[src/rtl/core/gmls_pkg.sv]
`timescale 1ns / 1ps
// ----------------------------------------------------------------------------
// gmls_pkg
// Shared types, register indexes and datapath operation codes of the grid
// mean luma site detector.
// ----------------------------------------------------------------------------
package gmls_pkg;

  localparam int CFG_W   = 13;
  localparam int LUMA_W  = 8;
  localparam int SUM_W   = 32;
  localparam int CNT_W   = 25;
  localparam int Q16_W   = 16;
  localparam int IDX_W   = 24;
  localparam int DIVN_W  = 40;
  localparam int DIVD_W  = 25;
  localparam int CIDX_W  = 3;

  typedef logic [CIDX_W-1:0] cfg_idx_t;

  localparam cfg_idx_t REG_FRAME_WIDTH   = 3'd0;
  localparam cfg_idx_t REG_FRAME_HEIGHT  = 3'd1;
  localparam cfg_idx_t REG_GRID_ROWS     = 3'd2;
  localparam cfg_idx_t REG_GRID_COLS     = 3'd3;
  localparam cfg_idx_t REG_THRESHOLD_Q8  = 3'd4;
  localparam cfg_idx_t REG_SITE_CAPACITY = 3'd5;

  typedef struct packed {
    logic [LUMA_W-1:0] luma;
    logic              frame_start;
  } in_item_t;

  typedef struct packed {
    logic [IDX_W-1:0] site_index;
    logic [Q16_W-1:0] mean_q8;
    logic             frame_done;
    logic [Q16_W-1:0] sites_found;
    logic             overflow;
    logic             last;
  } out_item_t;

  typedef logic [4:0] op_t;

  localparam op_t OP_NONE      = 5'd0;
  localparam op_t OP_LOAD      = 5'd1;
  localparam op_t OP_PREP      = 5'd2;
  localparam op_t OP_NUMC      = 5'd3;
  localparam op_t OP_DIVC_GO   = 5'd4;
  localparam op_t OP_DIVC_WAIT = 5'd5;
  localparam op_t OP_NUMR      = 5'd6;
  localparam op_t OP_DIVR_GO   = 5'd7;
  localparam op_t OP_DIVR_WAIT = 5'd8;
  localparam op_t OP_MC1       = 5'd9;
  localparam op_t OP_MC2       = 5'd10;
  localparam op_t OP_MR1       = 5'd11;
  localparam op_t OP_MR2       = 5'd12;
  localparam op_t OP_RD        = 5'd13;
  localparam op_t OP_ACC       = 5'd14;
  localparam op_t OP_TEST      = 5'd15;
  localparam op_t OP_DEC       = 5'd16;
  localparam op_t OP_DIVM_GO   = 5'd17;
  localparam op_t OP_DIVM_WAIT = 5'd18;
  localparam op_t OP_SITE      = 5'd19;
  localparam op_t OP_SUMM      = 5'd20;
  localparam op_t OP_ADV       = 5'd21;

  typedef struct packed {
    op_t op;
  } cmd_t;

  typedef struct packed {
    logic div_done;
    logic is_end;
    logic emit;
    logic is_last;
    logic out_busy;
  } status_t;

endpackage

[src/rtl/core/gmls_ctrl.sv]
`timescale 1ns / 1ps
// ----------------------------------------------------------------------------
// gmls_ctrl
// Sequencer that walks one pixel through the datapath steps.
// ----------------------------------------------------------------------------
module gmls_ctrl (
  input  logic              clk,
  input  logic              rst,
  input  logic              in_valid,
  output logic              in_stall,
  input  gmls_pkg::status_t status,
  output gmls_pkg::cmd_t    cmd
);

  localparam logic [4:0] S_IDLE      = 5'd0;
  localparam logic [4:0] S_PREP      = 5'd1;
  localparam logic [4:0] S_NUMC      = 5'd2;
  localparam logic [4:0] S_DIVC_GO   = 5'd3;
  localparam logic [4:0] S_DIVC_WAIT = 5'd4;
  localparam logic [4:0] S_NUMR      = 5'd5;
  localparam logic [4:0] S_DIVR_GO   = 5'd6;
  localparam logic [4:0] S_DIVR_WAIT = 5'd7;
  localparam logic [4:0] S_MC1       = 5'd8;
  localparam logic [4:0] S_MC2       = 5'd9;
  localparam logic [4:0] S_MR1       = 5'd10;
  localparam logic [4:0] S_MR2       = 5'd11;
  localparam logic [4:0] S_RD        = 5'd12;
  localparam logic [4:0] S_ACC       = 5'd13;
  localparam logic [4:0] S_TEST      = 5'd14;
  localparam logic [4:0] S_DEC       = 5'd15;
  localparam logic [4:0] S_DIVM_GO   = 5'd16;
  localparam logic [4:0] S_DIVM_WAIT = 5'd17;
  localparam logic [4:0] S_SITE      = 5'd18;
  localparam logic [4:0] S_WSITE     = 5'd19;
  localparam logic [4:0] S_CHK       = 5'd20;
  localparam logic [4:0] S_SUMM      = 5'd21;
  localparam logic [4:0] S_WSUM      = 5'd22;
  localparam logic [4:0] S_ADV       = 5'd23;

  logic [4:0] state, state_next;

  assign in_stall = (state != S_IDLE);

  always_comb begin
    state_next = state;
    cmd.op     = gmls_pkg::OP_NONE;
    case (state)
      S_IDLE: begin
        if (in_valid) begin
          cmd.op     = gmls_pkg::OP_LOAD;
          state_next = S_PREP;
        end
      end
      S_PREP: begin
        cmd.op = gmls_pkg::OP_PREP;
        state_next = S_NUMC;
      end
      S_NUMC: begin
        cmd.op = gmls_pkg::OP_NUMC;
        state_next = S_DIVC_GO;
      end
      S_DIVC_GO: begin
        cmd.op = gmls_pkg::OP_DIVC_GO;
        state_next = S_DIVC_WAIT;
      end
      S_DIVC_WAIT: begin
        cmd.op = gmls_pkg::OP_DIVC_WAIT;
        if (status.div_done) state_next = S_NUMR;
      end
      S_NUMR: begin
        cmd.op = gmls_pkg::OP_NUMR;
        state_next = S_DIVR_GO;
      end
      S_DIVR_GO: begin
        cmd.op = gmls_pkg::OP_DIVR_GO;
        state_next = S_DIVR_WAIT;
      end
      S_DIVR_WAIT: begin
        cmd.op = gmls_pkg::OP_DIVR_WAIT;
        if (status.div_done) state_next = S_MC1;
      end
      S_MC1: begin
        cmd.op = gmls_pkg::OP_MC1;
        state_next = S_MC2;
      end
      S_MC2: begin
        cmd.op = gmls_pkg::OP_MC2;
        state_next = S_MR1;
      end
      S_MR1: begin
        cmd.op = gmls_pkg::OP_MR1;
        state_next = S_MR2;
      end
      S_MR2: begin
        cmd.op = gmls_pkg::OP_MR2;
        state_next = S_RD;
      end
      S_RD: begin
        cmd.op = gmls_pkg::OP_RD;
        state_next = S_ACC;
      end
      S_ACC: begin
        cmd.op = gmls_pkg::OP_ACC;
        state_next = status.is_end ? S_TEST : S_CHK;
      end
      S_TEST: begin
        cmd.op = gmls_pkg::OP_TEST;
        state_next = S_DEC;
      end
      S_DEC: begin
        cmd.op = gmls_pkg::OP_DEC;
        state_next = status.emit ? S_DIVM_GO : S_CHK;
      end
      S_DIVM_GO: begin
        cmd.op = gmls_pkg::OP_DIVM_GO;
        state_next = S_DIVM_WAIT;
      end
      S_DIVM_WAIT: begin
        cmd.op = gmls_pkg::OP_DIVM_WAIT;
        if (status.div_done) state_next = S_SITE;
      end
      S_SITE: begin
        cmd.op = gmls_pkg::OP_SITE;
        state_next = S_WSITE;
      end
      S_WSITE: begin
        if (!status.out_busy) state_next = S_CHK;
      end
      S_CHK: begin
        state_next = status.is_last ? S_SUMM : S_ADV;
      end
      S_SUMM: begin
        cmd.op = gmls_pkg::OP_SUMM;
        state_next = S_WSUM;
      end
      S_WSUM: begin
        if (!status.out_busy) state_next = S_ADV;
      end
      S_ADV: begin
        cmd.op = gmls_pkg::OP_ADV;
        state_next = S_IDLE;
      end
      default: state_next = S_IDLE;
    endcase
  end

  always_ff @(posedge clk) begin
    if (rst) begin
      state <= S_IDLE;
    end else begin
      state <= state_next;
    end
  end

`ifndef NO_ASSERTIONS
  a_stall_busy: assert property (@(posedge clk) disable iff (rst)
    (state == S_PREP) |-> in_stall)
    else $error("input taken while a pixel is in work");

  a_load_once: assert property (@(posedge clk) disable iff (rst)
    (cmd.op == gmls_pkg::OP_LOAD) |=> (state == S_PREP))
    else $error("load did not start the pixel sequence");

  a_wait_output: assert property (@(posedge clk) disable iff (rst)
    (state == S_WSITE && status.out_busy) |=> (state == S_WSITE))
    else $error("left site wait with output pending");
`endif

endmodule

[config.mk]
export PLATFORM = sky130hd
export DESIGN_NAME = gmls_ctrl
export DESIGN_NICKNAME = d
export VERILOG_FILES = /design/src/rtl/core/gmls_pkg.sv /design/src/rtl/core/gmls_ctrl.sv
export SDC_FILE = /design/constraint.sdc
export NUM_CORES = 1
export LEC_CHECK = 0
export BUFFER_PORTS_ARGS = -buffer_cell sky130_fd_sc_hd__buf_4
export CAP_MARGIN = 20
export CORE_AREA = 2 2 39 41
export DETAILED_ROUTE_END_ITERATION = 10
export DIE_AREA = 0 0 41 43
export SLEW_MARGIN = 25
export SYNTH_ARGS = -nofsm -noshare
export SYNTH_HDL_FRONTEND = slang
export SYNTH_SLANG_ARGS = --single-unit
[constraint.sdc]
create_clock -name clk -period 1.5 [get_ports clk]
set_input_delay 0.15 -clock clk [delete_from_list [all_inputs] [get_ports clk]]
set_output_delay 0.15 -clock clk [all_outputs]
set_load 0.1 [all_outputs]
==> impl_results.md, run 1 <==
* RSZ-0062 raised after global routing: yes
* H-Tree Depth at 1
* Antenna violations before repair at 0
* Mean Syn Cell Area at 7.38 um^2
* PD cells at 1320 nW/um^2
* Sw frac at 0.526
* Netlist cell types at 33
* Worst-skew pair later-pin latency at 0.24 ns
* Combinational power share at 0.713
* Core area at 1380 um^2
* Clk sink count at 5
* P_leak at 0.405 nW
* Sequential cell area fraction in the yosys report at 0.194
* Row Count at 14
* Worst slew pin tran at 0.393 ns
* Critical path's slowest cell: dfxtp_4
* Max reg flops at 5
* Full die area at 1760 um^2
* Minimum clock period at 1.55 ns
* Sequential Power Share at 0.161
* Sw power at 0.000673 W
* Syn. warnings at 0
* GPL Wtd Cong at 0.847
* CP bufs+invs at 2
* Req. time, crit path at 1.35 ns
* Via/cell ratio at 5.32
* Clk_skew at 0.000464 ns
* Top flop regs: state: 5 flops
* Num CTS Buffers at 3
* Drt drc at 0
* Iteration-0 DRC Markers at 18
* Internal Pwr Total at 0.000606 W
* Final setup vio count at 3
* Global-route wire length before repair at 2.72 mm
* Syn_nets at 78
* Fraction of layout cells with a size suffix above 1 at 0.598
* Register area at 119 um^2
* Die H at 43 um
* Per-cell routed wire length at 14.2 um
* CP delay by family, top: compound AO/OA/AOI/OAI gates
* Worst hold slack at 0.113 ns
* Fin. Hold Viols at 0
* Vias in the first global route at 627
* Clock buffer depth at 2
* Footprint of the multi-input gates at 463 um^2
* Clock transition at the registers of the reported paths at 0.05 ns
* Post-CTS Hold Fix Bufs at 0
* CTS tree: yes
* Endpoint class of the critical path: output port
* Buffers added on ports at 13
* Final Cycle Share at 1.03
* Crit Path Max Fanout at 5
* Outcome: complete, but fails checks
* Crit Path Category: reg -> out
* CTS root buf: clkbuf_4
* Max Cap Violations at 0
* Failing checks: negative setup slack
* Final setup margin at -0.0505 ns
* Worst path max stage delay at 0.36 ns
* CP arrival at 1.40 ns
* Hold crit path type: in -> reg
* Final WL at 1.67 mm
* Clock network power share at 0.126
* Die Wd at 41 um
* Crit start category: flop
* Crit-path cells: buf_6, a21o_1, a221oi_4, buf_12
* Nets at 111
* GRT Util Overall at 0.226
* Max frequency at 0.645 GHz
* Detailed Routing Iterations Pass 1 at 4
* Top reg by flops: state
* Setup TNS Final at -0.102 ns
* Max VDD drop at 1.01 mV
* Area growth from synthesis to layout at 87.9%
* Pwr Total at 0.00128 W
* Normalized max-slew margin at 0.737
* Detail Route Antenna Nets at 0
* Antenna Cells at 0
* Synth Cell Area at 517 um^2
* Starting Density at 0.373
* Routed vias at 628
* #FFs+latches synth at 5
* Grt total ovfl at 0
* IO Pins at 14
* Largest net degree at the start of global routing at 10
* Mapped Cells at 70
* Slew Viols, Final at 0
* Dpl hpwl at 1.15 mm
* Fillers at 115
==> cells in the mapped netlist <==
| cell type | count | area share |
|---|---|---|
| nand2_1 | 3 | 0.022 |
| nor2_1 | 8 | 0.058 |
| nand4_1 | 2 | 0.024 |
| mux2i_1 | 3 | 0.058 |
| a221oi_1 | 1 | 0.017 |
| nand2b_1 | 4 | 0.048 |
| and2_1 | 1 | 0.012 |
| nand3b_1 | 1 | 0.015 |
| a211oi_1 | 1 | 0.015 |
| nor3b_1 | 1 | 0.015 |
| buf_2 | 3 | 0.029 |
| o21ai_2 | 1 | 0.017 |
| buf_4 | 1 | 0.015 |
| nor3_1 | 2 | 0.019 |
| o21ai_0 | 2 | 0.019 |
| dfxtp_1 | 5 | 0.19 |
| a22oi_1 | 1 | 0.015 |
| o211ai_1 | 3 | 0.044 |
| a21oi_1 | 5 | 0.048 |
| inv_1 | 4 | 0.029 |
| nand3_1 | 4 | 0.039 |
| a21o_1 | 1 | 0.015 |
| and2b_1 | 1 | 0.015 |
| buf_6 | 2 | 0.044 |
| nand3_2 | 1 | 0.019 |
| o32ai_1 | 1 | 0.017 |
| nor4_2 | 1 | 0.024 |
| xor2_1 | 2 | 0.034 |
| and3b_1 | 1 | 0.017 |
| nor2b_1 | 1 | 0.012 |
| o211ai_2 | 1 | 0.024 |
| a31o_1 | 1 | 0.017 |
| a31oi_1 | 1 | 0.012 |
==> power by group through the flow <==
stage | sequential, W | combinational (W) | clock, W
final | 0.000206 | 0.000912 | 0.000161
after global routing | 0.000211 | 0.000953 | 0.000173
after CTS | 0.000200 | 0.000892 | 0.000165
after detailed placement | 0.000206 | 0.000752 | 0
after global placement | 0.000205 | 0.000751 | 0
after floorplan | 0.000165 | 0.000641 | 0
==> placed cells by master, fill, tap and decap left out, drive strengths merged, types with 2 or more instances in the layout <==
| cell | netlist | final |
|---|---|---|
| nand2b | 4 | 4 |
| nor3 | 2 | 2 |
| xor2 | 2 | 2 |
| o211ai | 4 | 4 |
| inv | 4 | 4 |
| a21oi | 5 | 5 |
| nand4 | 2 | 2 |
| nor2 | 8 | 8 |
| buf | 6 | 34 |
| dfxtp | 5 | 5 |
| nand3 | 5 | 5 |
| nand2 | 3 | 3 |
| mux2i | 3 | 3 |
| clkbuf | 0 | 4 |
| o21ai | 3 | 3 |
==> final timing paths <==
| path | from | end | slack [ns] | cells past startpoint |
|---|---|---|---|---|
| min reg2reg | state[4] | state[3] | 0.61 | 2 |
| min | rst | state[3] | 0.11 | 2 |
| max | state[3] | cmd[0] | -0.05 | 4 |
| max reg2reg | state[2] | state[3] | 0.07 | 6 |
==> cell type report <==
cell class                 count  area share
multi-input combinational     55       0.477
timing repair buffer          34       0.338
sequential                     5       0.122
tap                           16      0.0206
inverter                       4      0.0155
clock buffer                   4      0.0271
==> layer usage <==
metal / part of all wire / wire (um) / track usage
met3: 0.034 / 57 / 0.0366
met5: 0 / 0 / 0
met4: 0 / 0 / 0.107
met2: 0.55 / 923 / 0.359
met1: 0.41 / 690 / 0.279
==> per-stage QoR <==
stage	setup slack (ns)	instance area (um^2)	cells	util
after CTS	-0.0630	926	116	0.669
after global routing	-0.0889	971	118	0.702
after floorplan	-0.337	592	70	-
final	-0.0505	971	118	0.702
after detailed placement	-0.00704	778	109	0.562
after global placement	-0.00480	778	109	0.562
==> cells by family (layout without fill, tap and decap cells) <==
group	after synthesis	count (layout)	share of synthesized area
compound gates	19	19	0.259
xor+xnor	2	2	0.0339
buf+inv	10	42	0.116
flops	5	5	0.194
mux	3	3	0.0581
simple gates	31	31	0.339
==> what timing repair did <==
item	4_1_cts	5_1_grt
pin swaps	3	6
gates resized for setup	30	9
endpoints found under the setup margin	8	4
buffers inserted	3	2
Note: power is estimated with default switching activity, not from simulation.
==> run 2, diff against run 1 <==
CTS_BUF_LIST = sky130_fd_sc_hd__clkbuf_4   (was unset)
==> impl_results.md, run 2 (synthesis results as in run 1) <==
* Outcome: complete, but fails checks
* Failing checks: negative setup slack
* Max Cap Violations at 0
* Minimum clock period at 1.55 ns
* PD cells at 1340 nW/um^2
* Top reg by flops: state
* Crit Path Max Fanout at 5
* Area growth from synthesis to layout at 89.3%
* Detailed Routing Iterations Pass 1 at 4
* Max VDD drop at 1.01 mV
* Max reg flops at 5
* CTS root buf: clkbuf_4
* Row Count at 14
* GRT Util Overall at 0.221
* Antenna Cells at 0
* Max frequency at 0.645 GHz
* Normalized max-slew margin at 0.738
* Via/cell ratio at 5.29
* IO Pins at 14
* Commonest non-fill, non-tap cell in the layout: buf_4
* Fillers at 114
* Core area at 1380 um^2
* Full die area at 1760 um^2
* Crit Path Category: reg -> out
* Fraction of layout cells with a size suffix above 1 at 0.612
* Dpl hpwl at 1.15 mm
* Largest net degree at the start of global routing at 11
* Worst slew pin tran at 0.392 ns
* Die H at 43 um
* Final setup margin at -0.0514 ns
* Final Cycle Share at 1.03
* Worst path max stage delay at 0.36 ns
* Num CTS Buffers at 3
* Vias in the first global route at 636
* Antenna violations before repair at 0
* Global-route wire length before repair at 2.68 mm
* Buffers added on ports at 13
* Iteration-0 DRC Markers at 16
* Routed vias at 630
* Req. time, crit path at 1.35 ns
* Worst hold slack at 0.110 ns
* Clock transition at the registers of the reported paths at 0.05 ns
* GPL Wtd Cong at 0.847
* Clock buffer depth at 2
* Final WL at 1.68 mm
* Endpoint class of the critical path: output port
* H-Tree Depth at 1
* Grt total ovfl at 0
* Pwr Total at 0.00131 W
* Fin. Hold Viols at 0
* Clk_skew at 0.000519 ns
* Starting Density at 0.373
* Hold crit path type: in -> reg
* CP arrival at 1.40 ns
* Die Wd at 41 um
* Per-cell routed wire length at 14.2 um
* P_leak at 0.413 nW
* Worst-skew pair later-pin latency at 0.24 ns
* CP delay by family, top: compound AO/OA/AOI/OAI gates
* Top flop regs: state: 5 flops
* CTS tree: yes
* Clk sink count at 5
* Post-CTS Hold Fix Bufs at 0
* Final setup vio count at 3
* Slew Viols, Final at 0
* CP bufs+invs at 2
* Crit start category: flop
* Critical path's slowest cell: dfxtp_4
* RSZ-0062 raised after global routing: yes
* Drt drc at 0
* Nets at 112
* Commonest cells after routing, fill and taps aside: buf_4, nor2_1, buf_6, dfxtp_4
* Detail Route Antenna Nets at 0
* Crit-path cells: buf_6, a21o_1, a221oi_4, buf_12
==> run 2: changes by cell type in the layout (fill, tap and decap cells not counted), sizes merged <==
cell  change
buf       +1
==> run 2: final cells by class <==
cell class | instances | area, um^2 | share of cell area
well taps | 16 | 20.0 | 0.0205
flip-flops and latches | 5 | 119 | 0.121
repair buffers | 35 | 332 | 0.339
multi-input cells | 55 | 463 | 0.473
clock buffers | 4 | 30.0 | 0.0307
inverters | 4 | 15.0 | 0.0153
==> run 2: path summary, 6_finish.rpt <==
| path | startpoint | to | slack (ns) | cells past startpoint |
|---|---|---|---|---|
| worst min register to register | state[4] | state[3] | 0.61 | 2 |
| worst max register to register | state[2] | state[3] | 0.05 | 6 |
| worst max-delay path | state[3] | cmd[0] | -0.05 | 4 |
| worst min-delay path | rst | state[4] | 0.11 | 2 |
==> run 2: timing repair <==
item                                    4_1_cts  5_1_grt
gates resized for setup                      30        8
endpoints found under the setup margin        8        4
setup buffers                                 4        2
pin swaps                                     3        8
==> run 2: where the power goes <==
| part | internal, W | switching [W] | total, W |
|---|---|---|---|
| registers | 0.000160 | 0.0000504 | 0.000210 |
| logic | 0.000352 | 0.000568 | 0.000920 |
| clock network | 0.000119 | 0.0000592 | 0.000178 |
==> run 2: metal layers <==
metal / routed length (um) / share of wire / vias up / track usage
li1: - / - / 316 / -
met1: 727 / 0.43 / 294 / 0.279
met2: 913 / 0.54 / 20 / 0.344
met3: 44 / 0.026 / 0 / 0.0366
met4: 0 / 0 / 0 / 0.107
met5: 0 / 0 / - / 0
==> run 2: worst register-to-register path: cells and delay by family, from the launching register on <==
| kind | cells | cell delay, ns |
|---|---|---|
| simple gates | 3 | 0.53 |
| buf+inv | 2 | 0.29 |
| flops | 1 | 0.38 |
| compound gates | 1 | 0.17 |
==> run 2: metrics by stage <==
step                      instances  cell area, um^2  TNS (ns)  worst slack (ns)   util
after CTS                       117              937    -0.122           -0.0630  0.677
after global routing            119              978    -0.295           -0.0954  0.707
after floorplan                  70              592     -1.00            -0.337      -
final                           119              978   -0.0998           -0.0514  0.707
after detailed placement        109              778  -0.00704          -0.00704  0.562
after global placement          109              778  -0.00789          -0.00480  0.562
